--- config.mk ---
export PLATFORM = sky130hd
export DESIGN_NAME = priority_drop_packet_dispatcher
export DESIGN_NICKNAME = d
export VERILOG_FILES = /design/src/rtl/core/pdpd_pkg.sv /design/src/rtl/core/pdpd_ram.sv /design/src/rtl/core/priority_drop_packet_dispatcher.sv
export SDC_FILE = /design/constraint.sdc
export NUM_CORES = 1
export LEC_CHECK = 0
export BUFFER_PORTS_ARGS = -buffer_cell sky130_fd_sc_hd__buf_2
export CAP_MARGIN = 30
export CORE_MARGIN = 2
export CORE_UTILIZATION = 58
export CTS_BUF_LIST = sky130_fd_sc_hd__clkbuf_8
export CTS_CLUSTER_DIAMETER = 120
export CTS_CLUSTER_SIZE = 20
export DETAILED_ROUTE_END_ITERATION = 12
export PLACE_DENSITY = 0.78
export SKIP_CTS_REPAIR_TIMING = 1
export SLEW_MARGIN = 30
export SYNTH_ARGS = -nofsm -noshare
export SYNTH_HDL_FRONTEND = slang
export SYNTH_HIERARCHICAL = 1
export SYNTH_SLANG_ARGS = --single-unit
--- constraint.sdc ---
create_clock -name clk -period 3.25 [get_ports clk]
set_input_delay 0.4875 -clock clk [delete_from_list [all_inputs] [get_ports clk]]
set_output_delay 0.4875 -clock clk [all_outputs]
set_load 0.01 [all_outputs]
--- src/rtl/core/pdpd_pkg.sv ---
// ----------------------------------------------------------------------------
// pdpd_pkg
// Types and constants shared by the priority-drop packet dispatcher.
// ----------------------------------------------------------------------------
package pdpd_pkg;

	localparam int SRC_W = 3;
	localparam int NUM_W = 16;
	localparam int DEV_W = 2;
	localparam int OCC_W = 4;
	localparam int CAP_W = 4;
	localparam int NDV_W = 3;
	localparam int CFG_W = 4;

	localparam logic FUNC_ARRIVAL   = 1'b0;
	localparam logic FUNC_DEPARTURE = 1'b1;

	localparam logic CFG_CAPACITY = 1'b0;
	localparam logic CFG_DEVICES  = 1'b1;

	localparam logic [CAP_W-1:0] CAP_RESET = 4'd3;
	localparam logic [NDV_W-1:0] NDV_RESET = 3'd2;

	typedef struct packed {
		logic             func;
		logic [SRC_W-1:0] source;
		logic [DEV_W-1:0] device;
	} req_t;

	typedef struct packed {
		logic             dispatched;
		logic [DEV_W-1:0] disp_device;
		logic [SRC_W-1:0] disp_source;
		logic [NUM_W-1:0] disp_number;
		logic             rejected;
		logic [SRC_W-1:0] rej_source;
		logic [NUM_W-1:0] rej_number;
		logic [OCC_W-1:0] occupancy;
		logic             packet_valid;
		logic [SRC_W-1:0] packet_source;
	} rsp_t;

endpackage

--- src/rtl/core/pdpd_ram.sv ---
// ----------------------------------------------------------------------------
// pdpd_ram
// Simple dual-port synchronous RAM, one write and one registered read.
// ----------------------------------------------------------------------------
module pdpd_ram #(
	parameter int W = 8,
	parameter int D = 8,
	parameter int AW = (D > 1) ? $clog2(D) : 1
) (
	input  logic          clk,
	input  logic          we,
	input  logic [AW-1:0] waddr,
	input  logic [W-1:0]  wdata,
	input  logic [AW-1:0] raddr,
	output logic [W-1:0]  rdata
);

	logic [W-1:0] mem_q [D];

	always_ff @(posedge clk) begin
		if (we) begin
			mem_q[waddr] <= wdata;
		end
		rdata <= mem_q[raddr];
	end

endmodule

--- src/rtl/core/priority_drop_packet_dispatcher.sv ---
// ----------------------------------------------------------------------------
// priority_drop_packet_dispatcher
// Buffers requests, drops by priority and dispatches them round-robin.
// ----------------------------------------------------------------------------
// Events enter on the req channel (valid/stall) and every event yields exactly
// one beat on the rsp channel (valid/stall). An arrival is numbered per source
// and started on a free device, or else buffered; a full buffer first drops
// its oldest entry of the highest source. A departure frees a device and may
// start a buffered request. Registers are written on the cfg channel, whose
// ready is always high; writes are meant for idle periods only.
// One event is handled at a time. An event with no buffer work passes through
// the count update (arrivals only), the fold of the start pointer after
// device_count is lowered, the round-robin device scan of up to device_count
// devices and the result state. Buffer work adds one pass over the held entries
// through the entry RAM read port, and a removal adds a second pass that
// moves the later entries down by one. The result sits in an output register,
// so a stalled receiver only holds the block once the next result is ready.
// Reset clears counts, device state and the packet source; no clearing pass.
// ----------------------------------------------------------------------------
module priority_drop_packet_dispatcher #(
	parameter int DEPTH   = 8,
	parameter int SOURCES = 8,
	parameter int DEVICES = 4
) (
	input  logic                 clk,
	input  logic                 arst_n,
	input  logic                 req_valid,
	output logic                 req_stall,
	input  pdpd_pkg::req_t       req_data,
	output logic                 rsp_valid,
	input  logic                 rsp_stall,
	output pdpd_pkg::rsp_t       rsp_data,
	input  logic                 cfg_valid,
	output logic                 cfg_ready,
	input  logic                 cfg_index,
	input  logic [pdpd_pkg::CFG_W-1:0] cfg_data
);

	import pdpd_pkg::*;

	localparam int EW  = (DEPTH > 1) ? $clog2(DEPTH) : 1;
	localparam int HW  = $clog2(DEPTH + 1);
	localparam int SIW = (SOURCES > 1) ? $clog2(SOURCES) : 1;
	localparam int DW  = (DEVICES > 1) ? $clog2(DEVICES) : 1;
	localparam int DXW = $clog2(DEVICES + 1);
	localparam int EDW = SRC_W + NUM_W;

	typedef enum logic [3:0] {
		S_IDLE, S_CNT, S_NORM, S_SCAN, S_BUF, S_SEL, S_SHIFT, S_APPEND, S_FIN
	} state_t;

	state_t              state_q;
	logic                func_q;
	logic [SRC_W-1:0]    src_q;
	logic [NUM_W-1:0]    num_q;
	logic [DEVICES-1:0]  busy_q;
	logic [DXW-1:0]      ns_q;
	logic [DXW-1:0]      idx_q;
	logic [DXW-1:0]      cnt_q;
	logic [DXW-1:0]      fdev_q;
	logic [HW-1:0]       held_q;
	logic                pk_on_q;
	logic [SRC_W-1:0]    pk_src_q;
	logic [CAP_W-1:0]    cap_q;
	logic [NDV_W-1:0]    ndev_q;
	logic [SOURCES-1:0]  cvld_q;
	logic                cvld_s1;
	rsp_t                res_q;
	rsp_t                rsp_q;
	logic                rsp_valid_q;
	logic [HW-1:0]       rp_q;
	logic                rv_s1;
	logic [HW-1:0]       ri_s1;
	logic [HW-1:0]       mx_pos_q, mn_pos_q, mt_pos_q;
	logic [SRC_W-1:0]    mx_src_q, mn_src_q;
	logic [NUM_W-1:0]    mx_num_q, mn_num_q, mt_num_q;
	logic                mt_ok_q;

	logic [7:0]          cap_eff;
	logic [5:0]          ndev_eff;
	logic [DXW-1:0]      nv;
	logic                accept;
	logic                src_ok;
	logic                dev_ok;
	logic                drop_need;
	rsp_t                fin_rsp;

	logic                cnt_we;
	logic [SIW-1:0]      cnt_waddr, cnt_raddr;
	logic [NUM_W-1:0]    cnt_wdata, cnt_rdata;
	logic                ent_we;
	logic [EW-1:0]       ent_waddr, ent_raddr;
	logic [EDW-1:0]      ent_wdata, ent_rdata;
	logic [SRC_W-1:0]    rd_src;
	logic [NUM_W-1:0]    rd_num;
	logic [NUM_W-1:0]    cnt_next;

	assign cap_eff = (cap_q == '0) ? 8'd1 :
		((8'(cap_q) > 8'(DEPTH)) ? 8'(DEPTH) : 8'(cap_q));
	assign ndev_eff = (ndev_q == '0) ? 6'd1 :
		((6'(ndev_q) > 6'(DEVICES)) ? 6'(DEVICES) : 6'(ndev_q));
	assign nv        = DXW'(ndev_eff);
	assign accept    = req_valid && !req_stall;
	assign req_stall = (state_q != S_IDLE);
	assign cfg_ready = 1'b1;
	assign rsp_valid = rsp_valid_q;
	assign rsp_data  = rsp_q;
	assign src_ok    = (32'(src_q) < SOURCES);
	assign dev_ok    = (32'(req_data.device) < DEVICES);
	assign drop_need = (8'(held_q) >= cap_eff) && (held_q != '0);
	assign {rd_src, rd_num} = ent_rdata;
	assign cnt_next  = (cvld_s1 ? cnt_rdata : '0) + NUM_W'(1);

	assign cnt_raddr = SIW'(req_data.source);
	assign cnt_we    = (state_q == S_CNT);
	assign cnt_waddr = SIW'(src_q);
	assign cnt_wdata = cnt_next;

	always_comb begin
		fin_rsp               = res_q;
		fin_rsp.occupancy     = OCC_W'(held_q);
		fin_rsp.packet_valid  = pk_on_q;
		fin_rsp.packet_source = pk_on_q ? pk_src_q : '0;
	end

	always_comb begin
		ent_we    = 1'b0;
		ent_waddr = '0;
		ent_wdata = ent_rdata;
		ent_raddr = EW'(rp_q);
		if (state_q == S_SHIFT && rv_s1) begin
			ent_we    = 1'b1;
			ent_waddr = EW'(ri_s1 - HW'(1));
		end else if (state_q == S_APPEND && 32'(held_q) < DEPTH) begin
			ent_we    = 1'b1;
			ent_waddr = EW'(held_q);
			ent_wdata = {src_q, num_q};
		end
	end

	pdpd_ram #(.W(NUM_W), .D(SOURCES)) u_cnt_ram (
		.clk   (clk),
		.we    (cnt_we),
		.waddr (cnt_waddr),
		.wdata (cnt_wdata),
		.raddr (cnt_raddr),
		.rdata (cnt_rdata)
	);

	pdpd_ram #(.W(EDW), .D(DEPTH)) u_ent_ram (
		.clk   (clk),
		.we    (ent_we),
		.waddr (ent_waddr),
		.wdata (ent_wdata),
		.raddr (ent_raddr),
		.rdata (ent_rdata)
	);

	always_ff @(posedge clk or negedge arst_n) begin
		if (!arst_n) begin
			state_q     <= S_IDLE;
			func_q      <= FUNC_ARRIVAL;
			src_q       <= '0;
			num_q       <= '0;
			busy_q      <= '0;
			ns_q        <= '0;
			idx_q       <= '0;
			cnt_q       <= '0;
			fdev_q      <= '0;
			held_q      <= '0;
			pk_on_q     <= 1'b0;
			pk_src_q    <= '0;
			cap_q       <= CAP_RESET;
			ndev_q      <= NDV_RESET;
			cvld_q      <= '0;
			cvld_s1     <= 1'b0;
			res_q       <= '0;
			rsp_q       <= '0;
			rsp_valid_q <= 1'b0;
			rp_q        <= '0;
			rv_s1       <= 1'b0;
			ri_s1       <= '0;
			mx_pos_q    <= '0;
			mn_pos_q    <= '0;
			mt_pos_q    <= '0;
			mx_src_q    <= '0;
			mn_src_q    <= '0;
			mx_num_q    <= '0;
			mn_num_q    <= '0;
			mt_num_q    <= '0;
			mt_ok_q     <= 1'b0;
		end else begin
			if (cfg_valid && cfg_ready) begin
				if (cfg_index == CFG_CAPACITY) begin
					cap_q <= cfg_data;
				end else begin
					ndev_q <= cfg_data[NDV_W-1:0];
				end
			end
			if (rsp_valid_q && !rsp_stall && state_q != S_FIN) begin
				rsp_valid_q <= 1'b0;
			end
			case (state_q)
				S_IDLE: begin
					if (accept) begin
						func_q  <= req_data.func;
						src_q   <= req_data.source;
						idx_q   <= ns_q;
						res_q   <= '0;
						cvld_s1 <= cvld_q[SIW'(req_data.source)];
						if (req_data.func == FUNC_ARRIVAL) begin
							if (32'(req_data.source) < SOURCES) begin
								state_q <= S_CNT;
							end else begin
								state_q <= S_FIN;
							end
						end else begin
							if (dev_ok) begin
								busy_q[DW'(req_data.device)] <= 1'b0;
							end
							state_q <= S_NORM;
						end
					end
				end
				S_CNT: begin
					num_q                <= cnt_next;
					cvld_q[SIW'(src_q)]  <= 1'b1;
					state_q              <= src_ok ? S_NORM : S_FIN;
				end
				S_NORM: begin
					if (idx_q >= nv) begin
						idx_q <= idx_q - nv;
					end else begin
						cnt_q   <= '0;
						state_q <= S_SCAN;
					end
				end
				S_SCAN: begin
					if (!busy_q[DW'(idx_q)] || cnt_q == nv - DXW'(1)) begin
						fdev_q <= idx_q;
						rp_q   <= '0;
						rv_s1  <= 1'b0;
						if (func_q == FUNC_ARRIVAL) begin
							if (!busy_q[DW'(idx_q)]) begin
								busy_q[DW'(idx_q)] <= 1'b1;
								ns_q <= (idx_q + DXW'(1) == nv) ? '0 : idx_q + DXW'(1);
								res_q.dispatched  <= 1'b1;
								res_q.disp_device <= DEV_W'(idx_q);
								res_q.disp_source <= src_q;
								res_q.disp_number <= num_q;
								state_q <= S_FIN;
							end else if (drop_need) begin
								state_q <= S_BUF;
							end else begin
								state_q <= S_APPEND;
							end
						end else begin
							if (!busy_q[DW'(idx_q)] && held_q != '0) begin
								state_q <= S_BUF;
							end else begin
								state_q <= S_FIN;
							end
						end
					end else begin
						idx_q <= (idx_q + DXW'(1) == nv) ? '0 : idx_q + DXW'(1);
						cnt_q <= cnt_q + DXW'(1);
					end
				end
				S_BUF: begin
					if (rp_q < held_q) begin
						rp_q  <= rp_q + HW'(1);
						rv_s1 <= 1'b1;
						ri_s1 <= rp_q;
					end else begin
						rv_s1 <= 1'b0;
					end
					if (rv_s1) begin
						if (ri_s1 == '0 || rd_src > mx_src_q) begin
							mx_pos_q <= ri_s1;
							mx_src_q <= rd_src;
							mx_num_q <= rd_num;
						end
						if (ri_s1 == '0 || rd_src < mn_src_q) begin
							mn_pos_q <= ri_s1;
							mn_src_q <= rd_src;
							mn_num_q <= rd_num;
						end
						if ((ri_s1 == '0 || !mt_ok_q) && rd_src == pk_src_q) begin
							mt_ok_q  <= 1'b1;
							mt_pos_q <= ri_s1;
							mt_num_q <= rd_num;
						end else if (ri_s1 == '0) begin
							mt_ok_q <= 1'b0;
						end
						if (ri_s1 == held_q - HW'(1)) begin
							state_q <= S_SEL;
						end
					end
				end
				S_SEL: begin
					rv_s1 <= 1'b0;
					if (func_q == FUNC_ARRIVAL) begin
						res_q.rejected   <= 1'b1;
						res_q.rej_source <= mx_src_q;
						res_q.rej_number <= mx_num_q;
						rp_q  <= mx_pos_q + HW'(1);
					end else begin
						res_q.dispatched  <= 1'b1;
						res_q.disp_device <= DEV_W'(fdev_q);
						busy_q[DW'(fdev_q)] <= 1'b1;
						ns_q <= (fdev_q + DXW'(1) == nv) ? '0 : fdev_q + DXW'(1);
						if (pk_on_q && mt_ok_q) begin
							res_q.disp_source <= pk_src_q;
							res_q.disp_number <= mt_num_q;
							rp_q  <= mt_pos_q + HW'(1);
						end else begin
							pk_on_q  <= 1'b1;
							pk_src_q <= mn_src_q;
							res_q.disp_source <= mn_src_q;
							res_q.disp_number <= mn_num_q;
							rp_q  <= mn_pos_q + HW'(1);
						end
					end
					state_q <= S_SHIFT;
				end
				S_SHIFT: begin
					if (rp_q < held_q) begin
						rp_q  <= rp_q + HW'(1);
						rv_s1 <= 1'b1;
						ri_s1 <= rp_q;
					end else begin
						rv_s1 <= 1'b0;
						if (!rv_s1) begin
							held_q  <= held_q - HW'(1);
							state_q <= (func_q == FUNC_ARRIVAL) ? S_APPEND : S_FIN;
						end
					end
				end
				S_APPEND: begin
					if (32'(held_q) < DEPTH) begin
						held_q <= held_q + HW'(1);
					end
					state_q <= S_FIN;
				end
				S_FIN: begin
					if (!rsp_valid_q || !rsp_stall) begin
						rsp_q       <= fin_rsp;
						rsp_valid_q <= 1'b1;
						state_q     <= S_IDLE;
					end
				end
				default: begin
					state_q <= S_IDLE;
				end
			endcase
		end
	end

endmodule

---- Yosys cells after proc, flatten, opt, wreduce, memory -nomap -nowiden ----
Memory sizes are Yosys's and may differ from the RTL's. A register that Yosys moved wholly into a read port is not among the register bits.
Cells that the tools add are included.
storage, ports and cells
  bits of input ports ..................... 16
  flip-flop bits (word level) ............. 233
  memories kept ........................... 2
  logic and storage cells ................. 265
  memory bits (writable) .................. 280
operators by class
  $add $sub $neg .......................... 13
  reductions and logical operators ........ 59
  multiplexer cells ....................... 90
  equal/unequal tests ..................... 31
  bitwise gates (word level) .............. 7
  magnitude comparators ................... 17
memories
  memory           words  width  read ports  clocked after Yosys merged registers in  write ports  line            text
  u_ent_ram.mem_q  8      19     1           1                                        1            pdpd_ram.sv:18  logic [W-1:0] mem_q [D];
  u_cnt_ram.mem_q  8      16     1           1                                        1            pdpd_ram.sv:18
operators with widths
  operator               number
  $mux 4                 27
  $mux 22                4
  $pmux 22 s3            1
  $mux 19                3
  $mux 50                1
  $mux 3                 16
  $pmux 20 s2            1
  $pmux 4 s9             1
  $ne 2x2->1 const B     15
  $pmux 4 s3             2
  $reduce_and 3->1       8
  $add 4x1->4 const B    5
  $mux 20                1
  $mux 1                 19
  $add 16x1->16 const B  1
  $eq 4x3->1 const B     4
  $mux 16                1
  $reduce_and 2->1       7
  $logic_and 1x1->1      13
  $eq 3x3->1             4
  $logic_not 4->1        3
  $pmux 3 s2             2
  $reduce_bool 2->1      5
  $add 3x1->3 const B    3
  45 further kinds       70

---- Depth between registers and ports, before layout ----
Gate-level depths: netlist (run 1).
  depth in word-level cells ............... 10
  depth in mapped cells ................... 11
  gate-level depth less buffers ........... 10

---- Modules after synthesis ----
Netlist (run 1), hierarchy kept.
modules (own cells, without submodules)
  module                           seq. area each (µm²)  instances  cells each  area an instance (µm²)
  priority_drop_packet_dispatcher  5,834.3               1          1,021       11,234.5
  pdpd_ram at u_ent_ram            4,944.7               1          251         6,259.8
  pdpd_ram at u_cnt_ram            4,164.0               1          214         5,293.8

---- Worst setup path before layout (run 1) ----
Ideal clock, no wire load.
  kind .................................... reg-to-reg
  start ................................... register state_q[2]
  end ..................................... memory u_ent_ram/mem_q[4][0] in the netlist's numbering (enable)
  data required time ...................... 2.831 ns
  path buffers ............................ 2
  arrival time ............................ 3.046 ns
  setup slack ............................. -0.215 ns
  clock period less this slack ............ 3.465 ns
  stages on the path, launching flop included .. 10
  path through ............................ dfrtp_1 -> buf_2 -> nor2b_1 -> nand3_1 -> nor2_1 -> buf_2 -> nand2_1 -> o21ai_0 -> nand2_1 -> nor3_1
between the ends
  elaborated cells between the ends (all ways) .. 10
  classes of those cells .................. eq/ne: 2; mux: 6; reduce/logical: 2
RTL lines
  what                    line                                    text
  from (decl)             priority_drop_packet_dispatcher.sv:52   state_t state_q;
  from (signal assigned)  priority_drop_packet_dispatcher.sv:228  state_q <= src_ok ? S_NORM : S_FIN;
  from (signal assigned)  priority_drop_packet_dispatcher.sv:335  state_q <= (func_q == FUNC_ARRIVAL) ? S_APPEND : S_FIN;
  $eq 4x3->1              priority_drop_packet_dispatcher.sv:134  end else if (state_q == S_APPEND && 32'(held_q) < DEPTH) begin
  $logic_and 1x1->1       priority_drop_packet_dispatcher.sv:134
  $mux 3                  priority_drop_packet_dispatcher.sv:134
  $mux 3 (*)              priority_drop_packet_dispatcher.sv:131  if (state_q == S_SHIFT && rv_s1) begin
  via ent_waddr[2]        priority_drop_packet_dispatcher.sv:92   logic [EW-1:0] ent_waddr, ent_raddr;
  to (decl)               pdpd_ram.sv:18
Mark *: on every way through the listed nets, which the timed path passes. The rest lies on a longest branch.

---- Worst setup path after layout (run 1) ----
  start ................................... register ndev_q[1]
  end ..................................... register rp_q[2]
between the ends
  word-level cells in the longest chain between the ends .. 8
  elaborated cells between the ends (all ways) .. 9
  classes of those cells .................. add/sub: 1; order compare: 1; eq/ne: 2; mux: 2; reduce/logical: 3
RTL lines
  what                                   line                                    text
  from (decl)                            priority_drop_packet_dispatcher.sv:65   logic [NDV_W-1:0] ndev_q;
  from (signal assigned)                 priority_drop_packet_dispatcher.sv:197  ndev_q <= cfg_data[NDV_W-1:0];
  $gt 3x3->1                             priority_drop_packet_dispatcher.sv:101  ((6'(ndev_q) > 6'(DEVICES)) ? 6'(DEVICES) : 6'(ndev_q));
  $mux 3                                 priority_drop_packet_dispatcher.sv:101
  $mux 3 (*)                             priority_drop_packet_dispatcher.sv:100  assign ndev_eff = (ndev_q == '0) ? 6'd1 :
  $sub 3x1->3 (*)                        priority_drop_packet_dispatcher.sv:239  if (!busy_q[DW'(idx_q)] || cnt_q == nv - DXW'(1)) begin
  $eq 3x3->1 (*)                         priority_drop_packet_dispatcher.sv:239
  $logic_or 1x1->1 (*)                   priority_drop_packet_dispatcher.sv:239
  $ne 2x2->1 (no source line) (*)        --
  $reduce_and 3->1 (no source line) (*)  --
  to (signal assigned)                   priority_drop_packet_dispatcher.sv:271  rp_q <= rp_q + HW'(1);
  to (signal assigned)                   priority_drop_packet_dispatcher.sv:306  rp_q <= mx_pos_q + HW'(1);
  to (signal assigned)                   priority_drop_packet_dispatcher.sv:315  rp_q <= mt_pos_q + HW'(1);
  to (decl)                              priority_drop_packet_dispatcher.sv:71   logic [HW-1:0] rp_q;
Mark *: on every way between the ends. The rest lies on a longest branch, timed or not.
A chain may end at the register's enable or synchronous reset.

==> impl_metrics.tcl, run 1 <==
set metrics [dict create \
    cts_inserted_buffers 31 \
    criticalPathCategory "register to register" \
    placementRows 72 \
    grt_pass1_wl_mm 71.45 \
    worstPathArrival_ns 3.42 \
    drt-vias-per-instance 5.953 \
    die_w_um 202.2 \
    syn_to_final_growth_pct 7.094 \
    dieArea_um2 40890 \
    dp.final_hpwl_mm 29.49 \
    finalInstanceArea_um2 24400 \
    firstDrtPassIters 5 \
    path_max_fanout 9 \
    report.final.setup_viol 0 \
    grt_overflow 0 \
    yosysWarnings 6 \
    n_antenna_cell 0 \
    syn_nets 1534 \
    clk_path_buf_depth 3 \
    syn_area_um2 22790 \
    grt_pass1_vias 12670 \
    ys_seq_area_share_pct 65.57 \
    hold_viol 0 \
    grt_usage_pct 22.49 \
    gp_congestion 0.8445 \
    wl_per_cell_um 21.41 \
    status "completed" \
    start_util_pct 58.83 \
    io_pins 69 \
    path_clk_slew_ns 0.13 \
    die_h_um 202.2 \
    nNetsFinal 1612 \
    hp-class "input port to register" \
    max_freq_mhz 352.6 \
    synth_top_cell_by_area "edfxtp_1" \
    grt_max_degree 93 \
    skew_ns 0.04004 \
    synth_area_per_cell_um2 15.34 \
    synth.distinct_cells 68 \
    clock_latency_ns 0.68 \
    vias 12540 \
    cts_root_buf "clkbuf_8" \
    crit_required_ns 3.83 \
    worstMarginPinSlew_ns 0.8460 \
    placed_area_um2 23850 \
    p_leak_nw 9.793 \
    finalSetupTns_ns 0 \
    async_reset_ff_share_pct 42.52 \
    fin_ws_ns 0.4138 \
    ys_ff_latch 548 \
    drc 0 \
    regToRegSetupSlack_ns 0.41 \
    crit_path_end_kind "register" \
    timing.final.crit_period_ns 2.836 \
    synth_top_area_share_pct 36.90 \
    place_ws_ns 0.4762 \
    powerDensity_nw_per_um2 767.6 \
    htreeDepth 1 \
    cts_tree "done" \
    drt_iter0_markers 1006 \
    io_buffers 67 \
    post_route_cells_drive_above_1_share_pct 24.86 \
    ant_nets 0 \
    rsz0062_at_grt "false" \
    synth_cells 1486 \
    synth.area.top_cells "edfxtp_1 37%, dfrtp_1 25%, mux2_2 8.3%" \
    antenna_found_initial 0 \
    startpoint_type "register" \
    drt_wl_total_mm 45.12 \
    synth_edf_count 280 \
    synth-main-ff-cell "edfxtp_1" \
    slew_headroom_pct 41.99 \
    fin_crit_sh_pct 87.27 \
    finalMaxSlewViolations 0 \
    final_cell_mix "280 x edfxtp_1, 229 x dfrtp_1, 167 x mux2_2" \
    layout_commonest_cell "edfxtp_1" \
    peakVddDrop_mv 0.4673 \
    coreArea_um2 38740 \
    clock-sinks 548 \
    maxCapViolCount 0 \
]
-- per-stage QoR --
stage | hold WS [ns] | utilization [%] | power, W | instances
2_1_floorplan | 0.1919 | - | 0.01411 | 1486
3_3_place_gp | 0.4342 | 61.57 | 0.01574 | 2048
3_5_place_dp | 0.4517 | 61.57 | 0.01598 | 2048
4_1_cts | -0.2999 | 62.97 | 0.01887 | 2106
5_1_grt | 0.01215 | 63.00 | 0.01983 | 2107
6_report | 0.01032 | 63.00 | 0.01873 | 2107
-- path summary, 6_finish.rpt --
check | depth (start not counted) | endpoint | start
min in group asynchronous | 2 | ndev_q[0] | arst_n
hold reg to reg | 1 | cvld_q[5] | cvld_q[5]
max in group asynchronous | 3 | rsp_data[40] | arst_n
setup / recovery | 11 | rp_q[2] | ndev_q[1]
hold / removal | 3 | cap_q[3] | cfg_data[3]
setup reg to reg | 11 | rp_q[2] | ndev_q[1]
-- worst max-delay path, stage by stage, from the launching register on --
cell and delay, ns:
dfstp_2 0.60, and2b_1 0.16, nor2_1 0.06, inv_1 0.07, ha_1 0.23, xor2_1 0.14
o21ai_0 0.09, o31ai_1 0.24, buf_4 0.18, and2_0 0.41, o22ai_1 0.26, a22o_1 0.28
-- layout make-up --
type,count,area [um2]
tap,518,648.1
clock buffer,31,426.7
multi-input combinational,831,7383
clock inverter,27,117.6
inverter,37,138.9
sequential,548,14940
timing repair buffer,115,745.7
fill,2778,14330
-- where the power goes --
part | leakage, nW | switching [W] | internal (W)
sequential | 5.88 | 0.00112 | 0.00897
combinational | 3.55 | 0.00312 | 0.00259
clock | 0.363 | 0.00202 | 0.000910
-- state kept, by name, summed over array words and instances (netlist names), 8 cells and up --
signal	flops
u_ent_ram/mem_q	152
u_ent_ram/rdata	19
u_cnt_ram/mem_q	128
num_q	16
mn_num_q	16
rsp_data	50
fin_rsp	42
mt_num_q	16
u_cnt_ram/rdata	16
cvld_q	8
mx_num_q	16
-- synth_stat cells, drive strengths merged, types with 2 or more instances --
cell and number:
or3 2, nand3 14, o21ai 60, nor2 59, and2 9, dfstp 3
o21bai 3, a21oi 79, o211ai 2, clkbuf 33, nor4 3, dfrtp 230
dfxtp 35, ha 31, a31o 4, or3b 2, o22ai 3, mux2i 10
inv 36, nor3b 4, a41oi 2, xor2 14, nor2b 9, buf 37
nor3 15, and3 5, mux4 73, mux2 185, edfxtp 280, o21a 5
xnor2 20, o221ai 3, a21o 7, a21boi 4, nand2 141, a31oi 3
a22o 24, nand2b 14, a41o 3, a22oi 2, nand4 4
-- cells by family (layout without fill, tap and decap cells) --
family	count (synthesis)	count (layout)	synth area share, %
AO/OA/AOI/OAI	211	211	5.765
XOR/XNOR	34	34	1.307
adder cells (fa/ha/maj)	32	32	1.790
buffers and inverters	107	210	2.224
flip-flops	548	548	65.57
multiplexers	268	268	17.70
other	1	1	0.01646
AND/OR/NAND/NOR	285	285	5.622
-- routing by layer --
metal / track usage (%) / vias up / routed length (um)
met5: 0 / - / 0
met4: 5.109 / 0 / 952
met3: 3.112 / 58 / 2541
met2: 36.86 / 376 / 21630
met1: 32.56 / 6424 / 20000
li1: - / 5685 / -
No activity file was read; power rests on OpenSTA's default activity.
==> inputs of run 2 (changes only) <==
--- a/config.mk
+++ b/config.mk
@@ -5,6 +5,7 @@
 export SDC_FILE = /design/constraint.sdc
 export NUM_CORES = 1
 export LEC_CHECK = 0
+export ABC_AREA = 1
 export BUFFER_PORTS_ARGS = -buffer_cell sky130_fd_sc_hd__buf_2
 export CAP_MARGIN = 30
 export CORE_MARGIN = 2
@@ -14,6 +15,7 @@
 export CTS_CLUSTER_SIZE = 20
 export DETAILED_ROUTE_END_ITERATION = 12
 export PLACE_DENSITY = 0.78
+export RECOVER_POWER = 50
 export SKIP_CTS_REPAIR_TIMING = 1
 export SLEW_MARGIN = 30
 export SYNTH_ARGS = -nofsm -noshare
==> impl_metrics.tcl, run 2 <==
set metrics [dict create \
    hold_depth 3 \
    holdPathEnd "cap_q[1]" \
    rsz0062_at_grt "false" \
    synth_compound_area_share_pct 5.637 \
    cts_tree "done" \
    clock_latency_ns 0.72 \
    worstMarginPinSlew_ns 1.807 \
    vias 17890 \
    crit_required_ns 3.57 \
    clock-sinks 548 \
    criticalPathCategory "register to register" \
    synthTopCellsByCount "871 x nand2_1, 427 x inv_1, 280 x edfxtp_1" \
    async_reset_ff_share_pct 42.52 \
    p_int_w 0.01146 \
    placementRows 75 \
    regToRegSetupSlack_ns 0.40 \
    path_max_fanout 16 \
    crit_path_end_kind "register" \
    max_freq_mhz 351.1 \
    synth_top_family_by_area "simple AND/OR/NAND/NOR gates" \
    layout_commonest_cell "nand2_1" \
    grt_pass1_vias 17010 \
    seqPwrFrac_pct 51.4 \
    report.final.setup_viol 0 \
    reg2reg_from "state_q[3]" \
    dieArea_um2 44260 \
    grt_pass1_wl_mm 91.07 \
    grt_overflow 0 \
    ys_ff_latch 548 \
    syn_area_um2 24710 \
    switching_share_pct 38.33 \
    hold_viol 0 \
    finalMaxSlewViolations 183 \
    rr_worst_depth 6 \
    drt_wl_total_mm 56.68 \
    io_buffers 67 \
    peakVddDrop_mv 0.3741 \
    slew_headroom_pct -20.48 \
    syn_to_final_growth_pct 5.262 \
    p_leak_nw 12.60 \
    finalSetupTns_ns 0 \
    startpoint_type "register" \
    clk_path_buf_depth 3 \
    start_util_pct 58.77 \
    final_cell_mix "872 x nand2_1, 454 x inv_1, 280 x edfxtp_1" \
    fin_ws_ns 0.4021 \
    nNetsFinal 2771 \
    cts_inserted_buffers 31 \
    wl_per_cell_um 17.24 \
    comb_power_share_pct 32.4 \
    drt_iter0_markers 1918 \
    synth.area.top_cells "edfxtp_1 34%, dfrtp_1 23%, nand2_1 13%" \
    place_ws_ns 0.6262 \
    power_w 0.01858 \
    status "finished, violations left" \
    ys_seq_area_share_pct 60.48 \
    largest_reg_flops 152 \
    drc 0 \
    coreArea_um2 42040 \
    path_clk_slew_ns 0.14 \
    antenna_found_initial 1 \
    synth_top_area_share_pct 34.03 \
    regMostFlops "u_ent_ram/mem_q" \
    grt_max_degree 115 \
    muxShareOfSynthArea_pct 1.914 \
    clkPwrFrac_pct 16.2 \
    synth_cells 2669 \
    hp-class "input port to register" \
    gp_congestion 0.9087 \
    n_antenna_cell 0 \
    synth_area_per_cell_um2 9.257 \
    synth-main-ff-cell "edfxtp_1" \
    yosys.area_share.simple_pct 20.44 \
    skew_ns 0.07386 \
    ant_nets 0 \
    maxCapViolCount 3 \
    die_h_um 210.4 \
    hp-start "cfg_data[1]" \
    yosysWarnings 6 \
    die_w_um 210.4 \
    worstPathArrival_ns 3.17 \
    syn_nets 2717 \
    power_switching_w 0.007119 \
    drt-vias-per-instance 5.444 \
    synth_edf_count 280 \
    dp.final_hpwl_mm 36.97 \
    r2r-end "u_cnt_ram/mem_q[7][4]" \
    cts_root_buf "clkbuf_8" \
    synthAdderAreaFrac_pct 1.651 \
    grt_usage_pct 25.95 \
    firstDrtPassIters 6 \
    synth-xor-area-share_pct 0.7799 \
    fin_crit_sh_pct 87.63 \
    powerDensity_nw_per_um2 714.3 \
    post_route_cells_drive_above_1_share_pct 6.041 \
    htreeDepth 1 \
    synth.distinct_cells 47 \
    timing.final.crit_period_ns 2.848 \
    synth_top_cell_by_area "edfxtp_1" \
    violations "capacitance limit, slew limit" \
    io_pins 69 \
    yosysMostFrequentCell "nand2_1" \
]
[run 2: layout make-up]
type / count / area [um2]
fillers: 3462 / 16030
flip-flops and latches: 548 / 14940
multi-input cells: 1581 / 7516
inverters: 438 / 1644
repair buffers: 123 / 679.4
well taps: 539 / 674.4
clock buffers: 31 / 426.7
clock inverters: 27 / 121.4
[run 2: routing by layer]
metal / wire [um] / vias to the layer above / track usage, % / share of wire [%]
li1: - / 8551 / - / -
met1: 25230 / 8577 / 38.77 / 45
met2: 25760 / 680 / 40.76 / 45
met3: 4486 / 83 / 3.248 / 7.9
met4: 1193 / 2 / 6.629 / 2.1
met5: 19 / - / 0 / 0.034
[run 2: stage by stage]
stage	instance area, um2	hold WS [ns]	util [%]	cells
final	26010	0.04313	61.86	3287
after global routing	26010	0.02473	61.86	3287
after CTS	26160	-0.1468	62.23	3284
after detailed placement	25610	0.4345	60.93	3226
after global placement	25610	0.4287	60.92	3226
after floorplan	24710	0.1919	-	2669
[run 2: how the worst max path moves through the flow]
stage / startpoint / to / slack [ns] / cells past startpoint
floorplan: state_q[3] / u_ent_ram/mem_q[7][0] / 0.56 / 8
global placement: state_q[3] / u_ent_ram/mem_q[2][2] / 0.68 / 10
detailed placement: state_q[3] / u_ent_ram/mem_q[2][6] / 0.63 / 10
CTS: state_q[3] / u_ent_ram/mem_q[2][1] / 0.55 / 10
global route: state_q[3] / u_cnt_ram/mem_q[7][15] / 0.19 / 6
finish: state_q[3] / u_cnt_ram/mem_q[7][4] / 0.40 / 6
[run 2: cell families (layout without fill, tap and decap cells)]
logic type	count (synthesis)	after routing
XOR/XNOR	22	22
AND/OR/NAND/NOR	1231	1231
flip-flops	548	548
AO/OA/AOI/OAI	253	253
adder cells (fa/ha/maj)	32	32
buffers and inverters	540	619
multiplexers	42	42
other	1	1
[run 2: worst max-delay path: stages (launching register included)]
cell	delay, ns
dfrtp_1	0.47
nor2_1	0.32
inv_1	0.20
nor2_1	0.56
nand2_1	0.23
nor2_1	0.13
clkbuf_2	0.54
[run 2: power by group through the flow]
stage	clock, W	sequential (W)	combinational [W]
5_1_grt	0.00331	0.00967	0.00677
2_1_floorplan	0	0.00950	0.00420
4_1_cts	0.00308	0.00953	0.00610
3_5_place_dp	0	0.00968	0.00607
6_report	0.00300	0.00955	0.00602
3_3_place_gp	0	0.00963	0.00586
==> inputs of run 3 (changes only) <==
--- a/config.mk
+++ b/config.mk
@@ -14,7 +14,7 @@
 export CTS_CLUSTER_DIAMETER = 120
 export CTS_CLUSTER_SIZE = 20
 export DETAILED_ROUTE_END_ITERATION = 12
-export PLACE_DENSITY = 0.78
+export PLACE_DENSITY = 0.88
 export RECOVER_POWER = 50
 export SKIP_CTS_REPAIR_TIMING = 1
 export SLEW_MARGIN = 30
==> impl_metrics.tcl, run 3 (same netlist as run 2, synthesis figures left out) <==
set metrics [dict create \
    wl_per_cell_um 17.44 \
    drt_wl_total_mm 57.40 \
    path_max_fanout 35 \
    max_freq_mhz 354.1 \
    finalSetupTns_ns 0 \
    final_cell_mix "872 x nand2_1, 453 x inv_1, 280 x edfxtp_1" \
    placed_area_um2 25580 \
    peakVddDrop_mv 0.4415 \
    path_clk_slew_ns 0.13 \
    fillers 3317 \
    grt_usage_pct 26.19 \
    status "finished, violations left" \
    clock_latency_ns 0.70 \
    start_util_pct 58.77 \
    rsz0062_at_grt "false" \
    crit_path_end_kind "register" \
    report.final.setup_viol 0 \
    crit_required_ns 3.56 \
    timing.final.crit_period_ns 2.824 \
    seqPwrFrac_pct 51.0 \
    coreArea_um2 42040 \
    hold_viol 0 \
    dieArea_um2 44260 \
    finalInstanceArea_um2 25970 \
    skew_ns 0.06896 \
    cts_tree "done" \
    grt_overflow 0 \
    clkPwrFrac_pct 15.7 \
    grt_pass1_wl_mm 91.91 \
    finalMaxSlewViolations 151 \
    io_pins 69 \
    drt-vias-per-instance 5.563 \
    nNetsFinal 2773 \
    largest_reg_flops 152 \
    placementRows 75 \
    antenna_found_initial 1 \
    io_buffers 67 \
    clock-sinks 548 \
    powerDensity_nw_per_um2 722.4 \
    dp.final_hpwl_mm 39.11 \
    slowest_stage "clkbuf_1" \
    power_switching_w 0.007265 \
    switching_share_pct 38.73 \
    p_leak_nw 12.61 \
    criticalPathCategory "register to register" \
    critPathTopFamily "buffers and inverters" \
    drt_iter0_markers 2214 \
    grt_pass1_vias 17830 \
    slowest_delay_ns 0.49 \
    comb_power_share_pct 33.2 \
    crit_chain "nor2_1, inv_1, nor2_1, buf_4, nand2_1, nor2_1, clkbuf_1" \
    ant_nets 0 \
    violations "capacitance limit, slew limit" \
    firstDrtPassIters 6 \
    htreeDepth 1 \
    slew_headroom_pct -4.179 \
    fin_crit_sh_pct 86.90 \
    hp-class "input port to register" \
    syn_to_final_growth_pct 5.100 \
    die_w_um 210.4 \
    drc 0 \
    p_int_w 0.01149 \
    worstMarginPinSlew_ns 1.563 \
    gp_congestion 0.9291 \
    startpoint_type "register" \
    regMostFlops "u_ent_ram/mem_q" \
    critPathBufInv 3 \
    cpMostUsedCell "nor2_1" \
    grt_max_degree 115 \
    die_h_um 210.4 \
    cts_root_buf "clkbuf_8" \
    layout_commonest_cell "nand2_1" \
    worstPathArrival_ns 3.13 \
    clk_path_buf_depth 3 \
    cts_inserted_buffers 31 \
    maxCapViolCount 2 \
    vias 18310 \
    post_route_cells_drive_above_1_share_pct 6.000 \
]
## run 3: cell type report
type                            instances  area (um2)  share of cell area [%]
Multi-Input combinational cell       1581        7476                   28.79
Sequential cell                       548       14940                   57.55
Clock buffer                           31       426.7                   1.643
Tap cell                              539       674.4                   2.597
Inverter                              438        1644                   6.332
Antenna cell                            2       5.005                 0.01927
Timing Repair Buffer                  125       679.4                   2.616
Clock inverter                         27       117.6                  0.4529
## run 3: final timing paths
check / startpoint / depth (start not counted) / endpoint / slack (ns)
setup / recovery: state_q[3] / 7 / u_cnt_ram/mem_q[4][5] / 0.43
setup reg to reg: state_q[3] / 7 / u_cnt_ram/mem_q[4][5] / 0.43
hold / removal: rsp_stall / 3 / rsp_valid / 0.001
max in group asynchronous: arst_n / 3 / num_q[2] / 1.00
hold reg to reg: cvld_q[4] / 2 / cvld_q[4] / 0.48
min in group asynchronous: arst_n / 2 / rsp_data[27] / 0.43
## run 3: routing by layer
metal / GRT usage, % / part of all wire [%] / up-vias / wire length [um]
met3: 3.829 / 9.2 / 174 / 5277
met1: 35.18 / 39 / 8697 / 22540
met2: 43.49 / 48 / 864 / 27410
li1: - / - / 8570 / -
met5: 0 / 0.023 / - / 13
met4: 10.15 / 3.8 / 2 / 2158
## run 3: worst min-delay path: stages
cell and delay (ns):
buf_2 0.07, nand2_1 0.05, nand2_1 0.06
## run 3: through the flow
step | power, W | std cells | hold slack (ns) | util [%] | setup WS (ns)
final | 0.01876 | 3291 | 0.001132 | 61.76 | 0.4257
after global routing | 0.01988 | 3289 | 0.001145 | 61.75 | 0.2224
after CTS | 0.01880 | 3287 | -0.1465 | 62.13 | 0.5913
after detailed placement | 0.01592 | 3229 | 0.4503 | 60.84 | 0.6857
after global placement | 0.01559 | 3229 | 0.4305 | 60.84 | 0.8032
after floorplan | 0.01370 | 2669 | 0.1919 | - | 0.5559
## run 3: power by group through the flow
stage          Combinational (W)  Sequential [W]  Clock [W]
2_1_floorplan            0.00420         0.00950          0
3_3_place_gp             0.00594         0.00966          0
3_5_place_dp             0.00621         0.00971          0
4_1_cts                  0.00624         0.00956    0.00300
5_1_grt                  0.00693         0.00969    0.00326
6_report                 0.00623         0.00957    0.00295
